$ cat src/design/rrma_pkg.sv
package rrma_pkg;

  localparam int MAX_TOPICS = 16;
  localparam int JOB_BITS   = 32;
  localparam int TOPIC_BITS = $clog2(MAX_TOPICS);
  localparam int CNT_BITS   = $clog2(MAX_TOPICS + 1);

  localparam logic REQ_POST = 1'b0;
  localparam logic REQ_TAKE = 1'b1;

  typedef enum logic [2:0] {
    ST_IDLE  = 3'b001,
    ST_EXEC  = 3'b010,
    ST_RDATA = 3'b100
  } rrma_state_t;

  typedef struct packed {
    logic load;
    logic norm;
    logic post;
    logic scan;
    logic fill;
  } rrma_cmd_t;

  typedef struct packed {
    logic is_take;
    logic need_norm;
  } rrma_status_t;

endpackage

$ cat src/design/rrma_ram.sv
module rrma_ram #(
  parameter int WIDTH = 32,
  parameter int DEPTH = 16
) (
  input  logic                     clk,
  input  logic                     we,
  input  logic [$clog2(DEPTH)-1:0] waddr,
  input  logic [WIDTH-1:0]         wdata,
  input  logic [$clog2(DEPTH)-1:0] raddr,
  output logic [WIDTH-1:0]         rdata
);

  logic [WIDTH-1:0] mem [DEPTH];

  always_ff @(posedge clk) begin
    if (we) begin
      mem[waddr] <= wdata;
    end
    rdata <= mem[raddr];
  end

endmodule

$ cat src/design/rrma_ctrl.sv
module rrma_ctrl
  import rrma_pkg::*;
(
  input  logic         clk,
  input  logic         rst,
  input  logic         in_valid,
  output logic         in_ready,
  output logic         out_valid,
  input  logic         out_ready,
  input  rrma_status_t status,
  output rrma_cmd_t    cmd
);

  rrma_state_t state;
  rrma_state_t state_next;
  logic        out_free;

  assign out_free = !out_valid || out_ready;
  assign in_ready = (state == ST_IDLE);

  always_comb begin
    cmd        = '0;
    state_next = state;
    case (state)
      ST_IDLE: begin
        if (in_valid) begin
          cmd.load   = 1'b1;
          state_next = ST_EXEC;
        end
      end
      ST_EXEC: begin
        if (status.is_take) begin
          if (status.need_norm) begin
            cmd.norm = 1'b1;
          end else begin
            cmd.scan   = 1'b1;
            state_next = ST_RDATA;
          end
        end else if (out_free) begin
          cmd.post   = 1'b1;
          state_next = ST_IDLE;
        end
      end
      ST_RDATA: begin
        if (out_free) begin
          cmd.fill   = 1'b1;
          state_next = ST_IDLE;
        end
      end
      default: begin
        state_next = ST_IDLE;
      end
    endcase
  end

  always_ff @(posedge clk) begin
    if (rst) begin
      state     <= ST_IDLE;
      out_valid <= 1'b0;
    end else begin
      state <= state_next;
      if (cmd.post || cmd.fill) begin
        out_valid <= 1'b1;
      end else if (out_ready) begin
        out_valid <= 1'b0;
      end
    end
  end

endmodule

$ cat src/design/rrma_dp.sv
module rrma_dp
  import rrma_pkg::*;
(
  input  logic                  clk,
  input  logic                  rst,
  input  logic                  cfg_we,
  input  logic [CNT_BITS-1:0]   cfg_data,
  input  logic                  req_type,
  input  logic [TOPIC_BITS-1:0] topic,
  input  logic [JOB_BITS-1:0]   job_handle,
  input  rrma_cmd_t             cmd,
  output rrma_status_t          status,
  output logic                  granted,
  output logic [TOPIC_BITS-1:0] granted_topic,
  output logic [JOB_BITS-1:0]   job_out,
  output logic                  replaced,
  output logic                  rejected
);

  logic [CNT_BITS-1:0]   active_topics;
  logic [MAX_TOPICS-1:0] pending;
  logic [TOPIC_BITS-1:0] scan_start;
  logic [TOPIC_BITS-1:0] scan_base;
  logic                  req_type_r;
  logic [TOPIC_BITS-1:0] topic_r;
  logic [JOB_BITS-1:0]   job_r;
  logic                  grant_hit;
  logic [TOPIC_BITS-1:0] grant_topic;

  logic [CNT_BITS-1:0]   n;
  logic                  reject;
  logic [MAX_TOPICS-1:0] low_mask;
  logic [MAX_TOPICS-1:0] start_mask;
  logic [MAX_TOPICS-1:0] p;
  logic [MAX_TOPICS-1:0] hi;
  logic                  hit;
  logic [TOPIC_BITS-1:0] pick;
  logic [CNT_BITS-1:0]   pick_inc;
  logic [TOPIC_BITS-1:0] start_next;
  logic [JOB_BITS-1:0]   rdata;

  function automatic logic [TOPIC_BITS-1:0] first_set(input logic [MAX_TOPICS-1:0] v);
    logic [TOPIC_BITS-1:0] idx;
    idx = '0;
    for (int i = MAX_TOPICS - 1; i >= 0; i--) begin
      if (v[i]) begin
        idx = TOPIC_BITS'(i);
      end
    end
    return idx;
  endfunction

  assign n = (active_topics > CNT_BITS'(MAX_TOPICS)) ? CNT_BITS'(MAX_TOPICS) : active_topics;
  assign reject = (CNT_BITS'(topic_r) >= n);

  always_comb begin
    for (int i = 0; i < MAX_TOPICS; i++) begin
      low_mask[i]   = (CNT_BITS'(i) < n);
      start_mask[i] = (TOPIC_BITS'(i) >= scan_base);
    end
  end

  assign p          = pending & low_mask;
  assign hi         = p & start_mask;
  assign hit        = |p;
  assign pick       = (|hi) ? first_set(hi) : first_set(p);
  assign pick_inc   = CNT_BITS'(pick) + CNT_BITS'(1);
  assign start_next = (pick_inc == n) ? '0 : pick_inc[TOPIC_BITS-1:0];

  assign status.is_take   = (req_type_r == REQ_TAKE);
  assign status.need_norm = (n != '0) && (CNT_BITS'(scan_base) >= n);

  rrma_ram #(
    .WIDTH(JOB_BITS),
    .DEPTH(MAX_TOPICS)
  ) u_job_ram (
    .clk  (clk),
    .we   (cmd.post && !reject),
    .waddr(topic_r),
    .wdata(job_r),
    .raddr(cmd.scan ? pick : grant_topic),
    .rdata(rdata)
  );

  always_ff @(posedge clk) begin
    if (rst) begin
      active_topics <= '0;
      pending       <= '0;
      scan_start    <= '0;
    end else begin
      if (cfg_we) begin
        active_topics <= cfg_data;
      end
      if (cmd.scan && hit) begin
        pending[pick] <= 1'b0;
        scan_start    <= start_next;
      end
      if (cmd.post && !reject) begin
        pending[topic_r] <= 1'b1;
      end
    end
  end

  always_ff @(posedge clk) begin
    if (cmd.load) begin
      req_type_r <= req_type;
      topic_r    <= topic;
      job_r      <= job_handle;
      scan_base  <= scan_start;
    end
    if (cmd.norm) begin
      scan_base <= scan_base - n[TOPIC_BITS-1:0];
    end
    if (cmd.scan) begin
      grant_hit   <= hit;
      grant_topic <= hit ? pick : '0;
    end
    if (cmd.post) begin
      granted       <= 1'b0;
      granted_topic <= '0;
      job_out       <= '0;
      replaced      <= !reject && pending[topic_r];
      rejected      <= reject;
    end
    if (cmd.fill) begin
      granted       <= grant_hit;
      granted_topic <= grant_topic;
      job_out       <= grant_hit ? rdata : '0;
      replaced      <= 1'b0;
      rejected      <= 1'b0;
    end
  end

endmodule

$ cat src/design/round_robin_mailbox_arbiter_top.sv
// Round-robin mailbox arbiter: one single-slot job mailbox per topic, served
// fairly. A post (req_type 0) stores job_handle in the slot of its topic and
// reports replaced when a pending job was dropped, or rejected when topic is
// not below active_topics. A take (req_type 1) grants the first pending job
// found round-robin from a rotating pointer and moves the pointer just past
// the granted topic. Every transaction yields exactly one result. Items are
// handled one at a time: a post's result is registered from the execute
// state, and a take passes through a further state for the job store's
// registered read before its result is registered. A take whose pointer is
// not below active_topics first subtracts active_topics from the pointer,
// one subtraction per step, until it is back in range, and a result still
// waiting on the output holds the next one back. A new item is accepted
// while the previous result still waits on the output. active_topics is to be
// written through cfg_we/cfg_data only while the block is idle (not enforced).
module round_robin_mailbox_arbiter_top
  import rrma_pkg::*;
(
  input  logic                  clk,
  input  logic                  rst,
  input  logic                  cfg_we,
  input  logic [CNT_BITS-1:0]   cfg_data,
  input  logic                  in_valid,
  output logic                  in_ready,
  input  logic                  req_type,
  input  logic [TOPIC_BITS-1:0] topic,
  input  logic [JOB_BITS-1:0]   job_handle,
  output logic                  out_valid,
  input  logic                  out_ready,
  output logic                  granted,
  output logic [TOPIC_BITS-1:0] granted_topic,
  output logic [JOB_BITS-1:0]   job_out,
  output logic                  replaced,
  output logic                  rejected
);

  rrma_cmd_t    cmd;
  rrma_status_t status;

  rrma_ctrl u_ctrl (
    .clk      (clk),
    .rst      (rst),
    .in_valid (in_valid),
    .in_ready (in_ready),
    .out_valid(out_valid),
    .out_ready(out_ready),
    .status   (status),
    .cmd      (cmd)
  );

  rrma_dp u_dp (
    .clk          (clk),
    .rst          (rst),
    .cfg_we       (cfg_we),
    .cfg_data     (cfg_data),
    .req_type     (req_type),
    .topic        (topic),
    .job_handle   (job_handle),
    .cmd          (cmd),
    .status       (status),
    .granted      (granted),
    .granted_topic(granted_topic),
    .job_out      (job_out),
    .replaced     (replaced),
    .rejected     (rejected)
  );

endmodule
$ cat config.mk
export PLATFORM = sky130hd
export DESIGN_NAME = round_robin_mailbox_arbiter_top
export DESIGN_NICKNAME = d
export VERILOG_FILES = /design/src/design/rrma_pkg.sv /design/src/design/rrma_ram.sv /design/src/design/rrma_ctrl.sv /design/src/design/rrma_dp.sv /design/src/design/round_robin_mailbox_arbiter_top.sv
export SDC_FILE = /design/constraint.sdc
export NUM_CORES = 1
export LEC_CHECK = 0
export BUFFER_PORTS_ARGS = -buffer_cell sky130_fd_sc_hd__buf_2
export CAP_MARGIN = 20
export CORE_ASPECT_RATIO = 0.75
export CORE_MARGIN = 5
export CORE_UTILIZATION = 55
export CTS_CLUSTER_DIAMETER = 80
export CTS_CLUSTER_SIZE = 20
export DETAILED_ROUTE_END_ITERATION = 7
export GPL_TIMING_DRIVEN = 0
export PLACE_DENSITY_LB_ADDON = 0.15
export SLEW_MARGIN = 20
export SYNTH_ARGS = -nofsm -noshare
export SYNTH_HDL_FRONTEND = slang
export SYNTH_SLANG_ARGS = --single-unit
$ cat constraint.sdc
create_clock -name clk -period 8.5 [get_ports clk]
set_input_delay 0.85 -clock clk [delete_from_list [all_inputs] [get_ports clk]]
set_output_delay 0.85 -clock clk [all_outputs]
set_load 0.03 [all_outputs]
==> impl_metrics.env <==
export IMPL_grt_pass1_wl_microns=95700
export IMPL_yosys_warnings=0
export IMPL_powerDensity_nw_per_um2=206
export IMPL_wl_microns=64800
export IMPL_synth_compound_area_frac=0.0838
export IMPL_syn_inst=1690
export IMPL_rsz0062_at_grt="false"
export IMPL_arrival_ns=5.82
export IMPL_synthTopCellsByArea="edfxtp_1 68%, mux2i_1 7.6%, dfxtp_1 4.8%"
export IMPL_dp_cells=2437
export IMPL_die_w_microns=262
export IMPL_fin_worst_skew_ns=0.0215
export IMPL_leakagePower_uw=0.0102
export IMPL_clk_latency_ns=0.58
export IMPL_synth_top_area_frac=0.684
export IMPL_fin_crit_ns=5.38
export IMPL_portBuffers=86
export IMPL_gp_congestion=0.898
export IMPL_synth_cell_type_count=81
export IMPL_synth_area_per_cell_sq_um=15.4
export IMPL_fp_dieArea_sq_um=52000
export IMPL_grt_usage=0.249
export IMPL_cts_max_path_buffers=3
export IMPL_cts_root_buf="clkbuf_16"
export IMPL_cts_resized=0
export IMPL_grt_overflow=0
export IMPL_drt_initial_drc_count=1834
export IMPL_core_sq_um=47100
export IMPL_cts_sinks=658
export IMPL_yosys_top_cells_count="595 x edfxtp_1, 198 x mux2i_1, 168 x nand2_1"
export IMPL_ys_flop_type="edfxtp_1"
export IMPL_hp_class="in2reg"
export IMPL_ff2ff_path_depth=17
export IMPL_endpoint_kind="register"
export IMPL_path_cells="buf_6, buf_6, clkbuf_1, nor2b_1, ha_1, nand2b_1, a21o_1, a21o_1, a21oi_1, o21ai_2, o211ai_1, buf_4, buf_6, buf_2, mux2i_1, o22ai_1, or4_1"
export IMPL_cp_common_cell="buf_6"
export IMPL_final_cell_count_no_fill=2509
export IMPL_syn_area_sq_um=26100
export IMPL_synth_top_family_by_area="compound AO/OA/AOI/OAI gates"
export IMPL_slowest_stage="o211ai_1"
export IMPL_cts_tree="yes"
export IMPL_min_period_over_period=0.633
export IMPL_area_delta_synth_final_pct=11.0
export IMPL_critPathLaunchType="register"
export IMPL_synth_edf_count=595
export IMPL_antenna_found_initial=0
export IMPL_async_reset_ff_frac=0
export IMPL_worstMarginPinSlew_ns=1.04
export IMPL_ir_worst_vdd_v=0.000197
export IMPL_max_slew_margin=0.304
export IMPL_drive_gt1_frac=0.137
export IMPL_synthAdderAreaFrac=0.00556
export IMPL_wl_per_cell_microns=25.8
export IMPL_status="complete, no violations"
export IMPL_cap_violations=0
export IMPL_synth_seq_cells=658
export IMPL_setup_ws_ns=3.12
export IMPL_cp_slowest_stage_delay_ns=0.62
export IMPL_initial_core_util=0.554
export IMPL_placementRows=69
export IMPL_postCtsHoldBufs=0
export IMPL_ant_nets=0
export IMPL_synth_top_cell_by_area="edfxtp_1"
export IMPL_slew_violations=0
export IMPL_required_ns=8.94
export IMPL_die_y_microns=199
export IMPL_vias=15200
export IMPL_htree_levels=2
export IMPL_setup_viol_count_final=0
export IMPL_fin_setup_tns_ns=0
export IMPL_crit_family="buffers and inverters"
export IMPL_n_antenna_cell=0
export IMPL_viasPerCell=6.07
export IMPL_post_cts_buffers=0
export IMPL_critPathBufInv=6
export IMPL_drc=0
export IMPL_grt_pass1_vias=14700
export IMPL_io_pins=88
export IMPL_syn_num_nets=1748
export IMPL_dp_hpwl_microns=43400
export IMPL_synth_xor_area_share=0.00168
export IMPL_fmax_mhz=186
export IMPL_drtPass1Iterations=5
export IMPL_synth_seq_area_share=0.733
export IMPL_worst_path_stages=17
export IMPL_hold_depth=1
export IMPL_hold_viol_final=0
export IMPL_grt_max_degree=26
export IMPL_cts_buffers_inserted=39
export IMPL_post_place_ws_ns=3.17
export IMPL_final_nets=1897
export IMPL_cts_clk_slew_worst_paths_ns=0.08
export IMPL_synth_mux_area_fraction=0.0815
export IMPL_worstSetupPathType="reg2reg"
export IMPL_post_synth_top_count_cell="edfxtp_1"
export IMPL_yosys_area_share_simple=0.0720
export IMPL_crit_path_max_fanout=10
## final cells by class
| cell class | count | area, sq um |
|---|---|---|
| tap | 639 | 800 |
| inverter | 30 | 113 |
| fill | 3549 | 18200 |
| clock buffer | 69 | 1140 |
| sequential | 658 | 19100 |
| clock inverter | 3 | 45.0 |
| timing repair buffer | 108 | 877 |
| multi-input combinational | 910 | 6400 |
| buffer | 92 | 479 |
## state kept, by name, indices dropped and copies added (netlist names), 3 cells and up
signal	flops
u_dp.granted_topic	4
u_dp.job_out	32
u_dp.scan_base	4
u_dp.u_job_ram.mem	512
u_ctrl.state	3
u_dp.topic_r	4
u_dp.u_job_ram.rdata	32
u_dp.job_r	32
u_dp.pending	16
u_dp.scan_start	4
u_dp.active_topics	5
u_dp.grant_topic	4
## cell usage in the layout (no fill, tap or decap), types with 6 or more instances in the layout
cell type	Yosys	final
buf_12	0	11
nor3_1	14	13
o221ai_1	32	32
inv_2	2	17
nand2b_1	11	11
a21o_1	8	8
o22a_1	34	34
mux2i_1	198	198
nand3_1	14	14
nand4_1	12	12
dfxtp_1	63	63
or4_1	36	36
o211ai_1	8	8
nand2_1	168	168
buf_2	38	124
inv_1	28	13
a21oi_1	99	99
buf_1	7	7
and2_1	10	9
and3_1	34	34
or2_2	6	6
o22ai_1	35	35
buf_4	7	10
edfxtp_1	595	595
nor2b_1	7	7
nor2_1	30	30
clkbuf_1	32	59
buf_16	0	7
buf_6	8	9
o21ai_1	6	6
clkbuf_16	0	41
o21ai_0	32	31
or3_1	9	9
ha_1	10	10
## worst paths after layout
kind	from	to	slack, ns
setup / recovery	u_dp.active_topics[4]$_SDFFE_PP0P_	u_dp.u_job_ram.rdata[0]$_DFF_P_	3.12
setup reg to reg	u_dp.active_topics[4]$_SDFFE_PP0P_	u_dp.u_job_ram.rdata[0]$_DFF_P_	3.12
hold reg to reg	u_dp.scan_start[0]$_SDFFE_PP0P_	u_dp.scan_start[0]$_SDFFE_PP0P_	0.50
hold / removal	job_handle[6]	u_dp.job_r[6]$_DFFE_PP_	0.44
## per-stage QoR
step                hold WS, ns  total power (uW)   util  area, sq um
finish                    0.442              5960  0.615        29000
floorplan                 0.434              3940      -        26100
CTS                       0.414              6000  0.615        29000
global route              0.415              6160  0.615        29000
global placement          0.475              4070  0.580        27300
detailed placement        0.477              4080  0.590        27800
## metal layers
metal  wire length [microns]  GRT usage  vias to the layer above  share of wire
met5                       0          0                        -              0
met1                   29600      0.389                     7645           0.46
met3                    4740     0.0335                       84          0.073
met4                    1260     0.0537                        0          0.019
li1                        -          -                     6888              -
met2                   29200      0.380                      623           0.45
## worst reg2reg max path, cell delays in order, from the launching register on
cell and delay, ns:
dfxtp_1 0.45, buf_6 0.19, buf_6 0.15, clkbuf_1 0.41, nor2b_1 0.21, ha_1 0.33
nand2b_1 0.14, a21o_1 0.18, a21o_1 0.20, a21oi_1 0.22, o21ai_2 0.18, o211ai_1 0.62
buf_4 0.34, buf_6 0.22, buf_2 0.43, mux2i_1 0.33, o22ai_1 0.15, or4_1 0.51
## kinds of logic after synthesis
| kind of cell | count (synthesis) |
|---|---|
| flops | 658 |
| simple gates | 372 |
| compound gates | 316 |
| mux | 206 |
| buf+inv | 122 |
| fa+ha+maj | 11 |
| xor+xnor | 5 |
## power breakdown
part / total [uW] / leakage (uW) / internal (uW) / switching (uW)
Clock: 1950 / 0.000568 / 929 / 1020
Sequential: 3720 / 0.00586 / 3620 / 93.0
Combinational: 295 / 0.00379 / 100 / 195
Total: 5960 / 0.0102 / 4650 / 1310
Note: power is estimated with default switching activity, not from simulation.
